`config.mk`:
```
export PLATFORM = sky130hd
export DESIGN_NAME = bitmap_frame_allocator_unit
export DESIGN_NICKNAME = d
export VERILOG_FILES = /design/src/rtl/bfa_pkg.sv /design/src/rtl/bfa_ram.sv /design/src/rtl/bfa_word_find.sv /design/src/rtl/bitmap_frame_allocator_unit.sv
export SDC_FILE = /design/constraint.sdc
export NUM_CORES = 2
export LEC_CHECK = 0
export BUFFER_PORTS_ARGS = -buffer_cell sky130_fd_sc_hd__buf_2
export CELL_PAD_IN_SITES_DETAIL_PLACEMENT = 0
export CELL_PAD_IN_SITES_GLOBAL_PLACEMENT = 1
export CORE_MARGIN = 4
export CORE_UTILIZATION = 30
export CTS_CLUSTER_SIZE = 30
export DETAILED_ROUTE_END_ITERATION = 12
export PLACE_DENSITY = 0.51
export SLEW_MARGIN = 25
export SYNTH_ARGS = -nofsm -noshare
export SYNTH_HDL_FRONTEND = slang
export SYNTH_HIERARCHICAL = 1
export SYNTH_SLANG_ARGS = --single-unit
```
`constraint.sdc`:
```
create_clock -name clk -period 16.59 [get_ports clk]
set_input_delay 2.4885 -clock clk [delete_from_list [all_inputs] [get_ports clk]]
set_output_delay 2.4885 -clock clk [all_outputs]
set_load 0.005 [all_outputs]
```
`src/rtl/bfa_pkg.sv`:
```
package bfa_pkg;

    localparam int FRAMES_DEF    = 1024;
    localparam int WORD_BITS_DEF = 32;

    localparam int MODE_W   = 2;
    localparam int FRAME_W  = 10;
    localparam int STATUS_W = 2;
    localparam int COUNT_W  = 11;

    localparam logic [COUNT_W-1:0] COUNT_RESET = 11'd1024;

    localparam logic [MODE_W-1:0] MODE_ALLOC = 2'd0;
    localparam logic [MODE_W-1:0] MODE_FREE  = 2'd1;
    localparam logic [MODE_W-1:0] MODE_PEEK  = 2'd2;

    localparam logic [STATUS_W-1:0] STATUS_OK    = 2'd0;
    localparam logic [STATUS_W-1:0] STATUS_NONE  = 2'd1;
    localparam logic [STATUS_W-1:0] STATUS_RANGE = 2'd2;

    typedef enum logic [2:0] {
        ST_CLEAR,
        ST_IDLE,
        ST_SCAN,
        ST_FWR,
        ST_DONE
    } state_t;

endpackage

```
`src/rtl/bfa_ram.sv`:
```
module bfa_ram #(
    parameter int WIDTH = 32,
    parameter int DEPTH = 32,
    parameter int AW    = (DEPTH > 1) ? $clog2(DEPTH) : 1
) (
    input  logic             clk,
    input  logic             we,
    input  logic [AW-1:0]    waddr,
    input  logic [WIDTH-1:0] wdata,
    input  logic [AW-1:0]    raddr,
    output logic [WIDTH-1:0] rdata
);

    logic [WIDTH-1:0] mem [DEPTH];

    always_ff @(posedge clk)
    begin
        if (we)
        begin
            mem[waddr] <= wdata;
        end
        rdata <= mem[raddr];
    end

endmodule

```
`src/rtl/bfa_word_find.sv`:
```
module bfa_word_find #(
    parameter int WORD_BITS = 32,
    parameter int PW        = 11,
    parameter int BW        = $clog2(WORD_BITS)
) (
    input  logic [WORD_BITS-1:0] word,
    input  logic [PW-1:0]        base,
    input  logic [PW-1:0]        limit,
    output logic                 found,
    output logic [BW-1:0]        bit_pos
);

    logic [WORD_BITS-1:0] free_bits;

    always_comb
    begin
        for (int b = 0; b < WORD_BITS; b++)
        begin
            free_bits[b] = !word[b] && ((base + PW'(b)) < limit);
        end
    end

    // Lowest free bit wins, so the loop runs from the top down.
    always_comb
    begin
        found   = 1'b0;
        bit_pos = '0;
        for (int b = WORD_BITS - 1; b >= 0; b--)
        begin
            if (free_bits[b])
            begin
                found   = 1'b1;
                bit_pos = BW'(b);
            end
        end
    end

endmodule

```
`src/rtl/bitmap_frame_allocator_unit.sv`:
```
// Bitmap frame allocator with one used bit per frame, kept in a word-wide RAM.
// The slave stream carries requests: tuser holds the mode (allocate, free,
// peek) and tdata the frame index for a free. Every request transaction gives
// exactly one result transaction on the master stream: tdata holds the frame,
// tuser the status. cfg_we and cfg_wdata write the number of managed frames.
// Allocate and peek scan the bitmap one word per cycle through a single
// masked priority finder and stop at the word that holds the lowest free
// frame, or at the last word in range. A free request splits the index into
// word and bit, reads the word and writes it back.
// The block holds one request at a time and is ready again once the result
// is in the output register. If the receiver stalls, a finished result waits
// in the DONE state until the output register is free.
// After reset a clearing pass writes zeros into all MAP_WORDS words, one
// word per cycle; s_axis_tready stays low until that pass is through.
module bitmap_frame_allocator_unit #(
    parameter int FRAMES    = bfa_pkg::FRAMES_DEF,
    parameter int WORD_BITS = bfa_pkg::WORD_BITS_DEF
) (
    input  logic                          clk,
    input  logic                          rst_n,
    input  logic                          cfg_we,
    input  logic [bfa_pkg::COUNT_W-1:0]   cfg_wdata,
    input  logic                          s_axis_tvalid,
    output logic                          s_axis_tready,
    input  logic [15:0]                   s_axis_tdata,  // [9:0] frame_index
    input  logic [bfa_pkg::MODE_W-1:0]    s_axis_tuser,  // [1:0] mode
    output logic                          m_axis_tvalid,
    input  logic                          m_axis_tready,
    output logic [15:0]                   m_axis_tdata,  // [9:0] frame
    output logic [bfa_pkg::STATUS_W-1:0]  m_axis_tuser   // [1:0] status
);

    import bfa_pkg::*;

    localparam int MAP_WORDS = (FRAMES + WORD_BITS - 1) / WORD_BITS;
    localparam int AW        = (MAP_WORDS > 1) ? $clog2(MAP_WORDS) : 1;
    localparam int BW        = $clog2(WORD_BITS);
    localparam int PW_RAW    = $clog2(FRAMES + WORD_BITS + 1);
    localparam int PW        = (PW_RAW > COUNT_W) ? PW_RAW : COUNT_W;

    localparam logic [PW-1:0] FRAMES_PW = PW'(FRAMES);
    localparam logic [PW-1:0] WORD_PW   = PW'(WORD_BITS);
    localparam logic [AW-1:0] LAST_WORD = AW'(MAP_WORDS - 1);

    state_t                state_reg, state_next;
    logic [COUNT_W-1:0]    count_reg;
    logic [AW-1:0]         word_reg, word_next;
    logic [PW-1:0]         pos_reg, pos_next;
    logic                  alloc_reg, alloc_next;
    logic [FRAME_W-1:0]    res_frame_reg, res_frame_next;
    logic [STATUS_W-1:0]   res_status_reg, res_status_next;
    logic                  out_valid_reg, out_valid_next;
    logic [FRAME_W-1:0]    out_frame_reg;
    logic [STATUS_W-1:0]   out_status_reg;

    logic                  ram_we;
    logic [AW-1:0]         ram_waddr;
    logic [WORD_BITS-1:0]  ram_wdata;
    logic [AW-1:0]         ram_raddr;
    logic [WORD_BITS-1:0]  ram_rdata;

    logic [PW-1:0]         count_ext;
    logic [PW-1:0]         live_count;
    logic [PW-1:0]         idx_ext;
    logic [AW-1:0]         idx_word;
    logic [PW-1:0]         idx_bit;
    logic [PW-1:0]         pos_step;
    logic                  find_found;
    logic [BW-1:0]         find_pos;
    logic [PW-1:0]         hit_frame;
    logic                  in_fire;
    logic                  out_free;
    logic                  scan_last;

    assign count_ext  = PW'(count_reg);
    assign live_count = (count_ext > FRAMES_PW) ? FRAMES_PW : count_ext;
    assign idx_ext    = PW'(s_axis_tdata[FRAME_W-1:0]);
    assign idx_word   = AW'(idx_ext >> BW);
    assign idx_bit    = PW'(idx_ext[BW-1:0]);
    assign pos_step   = pos_reg + WORD_PW;
    assign hit_frame  = pos_reg + PW'(find_pos);
    assign scan_last  = (pos_step >= live_count) || (word_reg == LAST_WORD);
    assign in_fire    = s_axis_tvalid && s_axis_tready;
    assign out_free   = !out_valid_reg || m_axis_tready;

    assign s_axis_tready = (state_reg == ST_IDLE);
    assign m_axis_tvalid = out_valid_reg;
    assign m_axis_tdata  = 16'(out_frame_reg);
    assign m_axis_tuser  = out_status_reg;

    bfa_ram #(
        .WIDTH (WORD_BITS),
        .DEPTH (MAP_WORDS),
        .AW    (AW)
    ) u_map (
        .clk   (clk),
        .we    (ram_we),
        .waddr (ram_waddr),
        .wdata (ram_wdata),
        .raddr (ram_raddr),
        .rdata (ram_rdata)
    );

    bfa_word_find #(
        .WORD_BITS (WORD_BITS),
        .PW        (PW),
        .BW        (BW)
    ) u_find (
        .word    (ram_rdata),
        .base    (pos_reg),
        .limit   (live_count),
        .found   (find_found),
        .bit_pos (find_pos)
    );

    always_comb
    begin
        state_next = state_reg;
        case (state_reg)
            ST_CLEAR:
            begin
                if (word_reg == LAST_WORD)
                begin
                    state_next = ST_IDLE;
                end
            end
            ST_IDLE:
            begin
                if (in_fire)
                begin
                    case (s_axis_tuser)
                        MODE_ALLOC, MODE_PEEK: state_next = ST_SCAN;
                        MODE_FREE:
                        begin
                            state_next = (idx_ext < live_count) ? ST_FWR : ST_DONE;
                        end
                        default: state_next = ST_DONE;
                    endcase
                end
            end
            ST_SCAN:
            begin
                if (find_found || scan_last)
                begin
                    state_next = ST_DONE;
                end
            end
            ST_FWR:  state_next = ST_DONE;
            ST_DONE:
            begin
                if (out_free)
                begin
                    state_next = ST_IDLE;
                end
            end
            default: state_next = ST_IDLE;
        endcase
    end

    always_comb
    begin
        word_next       = word_reg;
        pos_next        = pos_reg;
        alloc_next      = alloc_reg;
        res_frame_next  = res_frame_reg;
        res_status_next = res_status_reg;
        out_valid_next  = out_valid_reg && !m_axis_tready;
        ram_we          = 1'b0;
        ram_waddr       = word_reg;
        ram_wdata       = '0;
        ram_raddr       = word_reg;
        case (state_reg)
            ST_CLEAR:
            begin
                ram_we    = 1'b1;
                word_next = word_reg + AW'(1);
            end
            ST_IDLE:
            begin
                word_next       = (s_axis_tuser == MODE_FREE) ? idx_word : '0;
                ram_raddr       = (s_axis_tuser == MODE_FREE) ? idx_word : '0;
                res_frame_next  = '0;
                res_status_next = STATUS_OK;
                alloc_next      = (s_axis_tuser == MODE_ALLOC);
                pos_next        = (s_axis_tuser == MODE_FREE) ? idx_bit : '0;
                if (in_fire && s_axis_tuser == MODE_FREE && idx_ext >= live_count)
                begin
                    res_status_next = STATUS_RANGE;
                end
            end
            ST_SCAN:
            begin
                if (find_found)
                begin
                    res_frame_next = hit_frame[FRAME_W-1:0];
                    ram_we         = alloc_reg;
                    ram_wdata      = ram_rdata | (WORD_BITS'(1) << find_pos);
                end
                else if (scan_last)
                begin
                    res_status_next = STATUS_NONE;
                end
                else
                begin
                    word_next = word_reg + AW'(1);
                    ram_raddr = word_reg + AW'(1);
                    pos_next  = pos_step;
                end
            end
            ST_FWR:
            begin
                ram_we    = 1'b1;
                ram_wdata = ram_rdata & ~(WORD_BITS'(1) << pos_reg[BW-1:0]);
            end
            ST_DONE:
            begin
                if (out_free)
                begin
                    out_valid_next = 1'b1;
                end
            end
            default: ;
        endcase
    end

    always_ff @(posedge clk or negedge rst_n)
    begin
        if (!rst_n)
        begin
            state_reg     <= ST_CLEAR;
            word_reg      <= '0;
            count_reg     <= COUNT_RESET;
            out_valid_reg <= 1'b0;
        end
        else
        begin
            state_reg     <= state_next;
            word_reg      <= word_next;
            out_valid_reg <= out_valid_next;
            if (cfg_we)
            begin
                count_reg <= cfg_wdata;
            end
        end
    end

    always_ff @(posedge clk)
    begin
        pos_reg        <= pos_next;
        alloc_reg      <= alloc_next;
        res_frame_reg  <= res_frame_next;
        res_status_reg <= res_status_next;
        if (state_reg == ST_DONE && out_free)
        begin
            out_frame_reg  <= res_frame_reg;
            out_status_reg <= res_status_reg;
        end
    end

    a_result_from_done: assert property (@(posedge clk) disable iff (!rst_n)
        $rose(out_valid_reg) |-> $past(state_reg) == ST_DONE)
        else $error("result appeared without a finished request");

    a_peek_no_write: assert property (@(posedge clk) disable iff (!rst_n)
        (ram_we && state_reg == ST_SCAN) |-> alloc_reg)
        else $error("bitmap written during a peek");

    a_free_bit_in_word: assert property (@(posedge clk) disable iff (!rst_n)
        state_reg == ST_FWR |-> pos_reg < WORD_PW)
        else $error("free bit position beyond the word");

    a_accept_leaves_idle: assert property (@(posedge clk) disable iff (!rst_n)
        in_fire |=> state_reg != ST_IDLE)
        else $error("accepted request did not start");

endmodule
```
==> flow_summary.yaml <==
run_status:
  status: "complete, no violations"
logic_synthesis:
  synthCells: 3991
  yosysMostFrequentCell: "edfxtp_1"
  yosysTopAreaCellShare: 0.5903
  yosysTopAreaCell: "edfxtp_1"
  synth_edf_count: 1060
  synth_top_flop_cell: "edfxtp_1"
  yosysSeqAreaShare: 0.6115
  yosys_warnings: 6
  synth_area_leaders: "edfxtp_1, mux2i_1, ha_1"
  synth_area_per_cell_um2: 13.51
  ys_ff_latch: 1112
  async_reset_ff_frac: 0.01799
  yosysUniqueCellTypes: 89
  synth_commonest_cells: "edfxtp_1, mux2i_1, ha_1"
  synth_area_mm2: 0.05393
die:
  die_area_mm2: 0.1866
  start_util: 0.3019
  die-height_um: 432.0
  fp.dieW_um: 432.0
  ios: 54
  num_rows: 155
  core_area_mm2: 0.1786
final_layout:
  reg.largest.list: "u_map/mem: 1024 flops, u_map/rdata: 32 flops"
  nFillCells: 17480
  max_flop_register: "u_map/mem"
  antenna_cells: 0
  area_growth_pct: 13.97
  fin_util: 0.3441
  fin_nets: 4410
  largest_reg_flops: 1024
  final_cell_area_mm2: 0.06146
  final_cells: 6535
  layout-drive-gt1-share: 0.1081
clock_network:
  htree_levels: 3
  cts_setup_buffers: 0
  cts_hold_buf: 0
  cts-root-buf: "clkbuf_16"
  cts.sink_count: 1112
  cts_buffers: 120
  clkTransAtPathRegs_ns: 0.06
  cts_resized: 0
  clk_path_buf_depth: 3
  cts_tree: "built"
  clk-insertion-delay-late_ns: 0.77
route:
  vias_per_cell: 5.094
  drc_errors: 0
  drt_iter0_drc: 2633
  wl_mm: 173.2
  wl_per_cell_um: 26.50
  dr.pass1.iters: 6
  dr_total_vias: 33290
  drtAntennaViolNets: 0
timing:
  final.min_clock_period_ns: 9.672
  relSlewSlack: 0.2087
  whs_ns: 0.4149
  finalSetupViolCount: 0
  final.period_utilization: 0.5830
  finalHoldViolCount: 0
  max_freq_mhz: 103.4
  rsz0062_at_grt: "no"
  worstMarginPinSlew_ns: 1.187
  finClkSkew_ns: 0.09577
  setup-tns-final_ns: 0
  finalWorstSetupSlack_ns: 6.918
  finalMaxSlewViolations: 0
critical_path:
  cp-end-kind: "register"
  worstPathRequired_ns: 17.21
  path_delay_family: "simple AND/OR/NAND/NOR gates"
  crit_path_top_delay_cell: "nor2_1"
  path_depth: 26
  crit_arrival_ns: 10.29
  path_class: "reg2reg"
  start_kind: "register"
  cp_num_buf_inv: 6
  cp_max_fo: 41
  crit_path_max_incr_delay_ns: 0.76
  reg2reg_depth: 26
flow_run:
  drv_cap: 0
placement:
  place_ws_ns: 6.796
  placed_cells: 6307
  portBuffers: 41
  dpl_cell_area_mm2: 0.05745
  place_hpwl_mm: 97.44
  gp_congestion: 0.8258
power:
  power_leakage_nw: 21.52
  p_per_area_mw_per_mm2: 167.4
  power_mw: 10.29
  irDropWorstVdd_uv: 167.1
global_route:
  groute.usage.overall: 0.1816
  grt_max_degree: 111
  grt_first_pass_wirelength_mm: 243.8
  overflow: 0
  grt_pass1_vias: 32460
  antenna_found_initial: 5
min_path:
  holdPathStages: 0
  hp-class: "reg2reg"
logic make-up after synthesis:
kind of cell / Yosys count / share of synthesized area
other: 1 / 0.00006954
AND/OR/NAND/NOR: 775 / 0.06849
XOR/XNOR: 217 / 0.03524
buffers and inverters: 295 / 0.02647
AO/OA/AOI/OAI: 767 / 0.09098
flip-flops: 1112 / 0.6115
multiplexers: 523 / 0.09731
adder cells (fa/ha/maj): 301 / 0.06998
cell usage in the layout (no fill, tap or decap), drive strengths merged, types with 8 or more instances in the layout:
cell     synthesis  layout
mux2i          513     513
o21a            25      25
clkbuf         102     175
a22oi           97      97
a31oi           53      53
nor3b            8       8
inv             93      94
nand3          153     153
a211oi          27      27
and2            13      13
ha             300     300
nand2b          23      23
a21o            18      18
mux2            10      10
clkinv           1      42
nor4             9       9
nor2           184     184
a2111oi         10      10
o31ai            8       8
buf             99     158
o211ai          15      15
bufinv           0       9
dfxtp           32      32
a21oi          279     279
dfrtp           19      19
nand4           18      18
o21ai          120     120
xor2           116     116
xnor2          101     101
edfxtp        1060    1060
or3             15      15
nand2          224     224
a22o            64      64
nor3            70      70
nor2b           18      18
and3            13      13
path summary, 6_finish.rpt:
| path | start | endpoint | slack, ns |
|---|---|---|---|
| setup / recovery | pos_reg[4] | u_map/rdata[19] | 6.92 |
| hold / removal | res_frame_reg[6] | out_frame_reg[6] | 0.41 |
| setup reg to reg | pos_reg[4] | u_map/rdata[19] | 6.92 |
| hold reg to reg | res_frame_reg[6] | out_frame_reg[6] | 0.41 |
| max in group asynchronous | rst_n | count_ext[10] | 14.44 |
| min in group asynchronous | rst_n | m_axis_tvalid | 1.74 |
final cells by class:
cell class | count | area, um^2 | share of cell area
Sequential cell | 1112 | 32970 | 0.5365
Multi-Input combinational cell | 2589 | 20050 | 0.3263
Clock buffer | 175 | 3349 | 0.05450
Tap cell | 2355 | 2947 | 0.04794
Timing Repair Buffer | 158 | 1137 | 0.01851
Clock inverter | 52 | 644.4 | 0.01048
Inverter | 94 | 354.1 | 0.005762
routing by layer:
metal	global-route usage	vias to the layer above	part of all wire
li1	-	15420	-
met1	0.2475	17080	0.46
met2	0.3126	592	0.49
met3	0.01896	195	0.029
met4	0.03920	0	0.020
met5	0	-	0
report_power, final:
part           total [mW]  internal, mW  leakage (nW)  switching, mW
logic                4.06          1.47          10.1           2.60
clock network        2.66          1.55          1.94           1.12
registers            3.56          3.35          9.48          0.216
(Power assumes the default switching activity.)
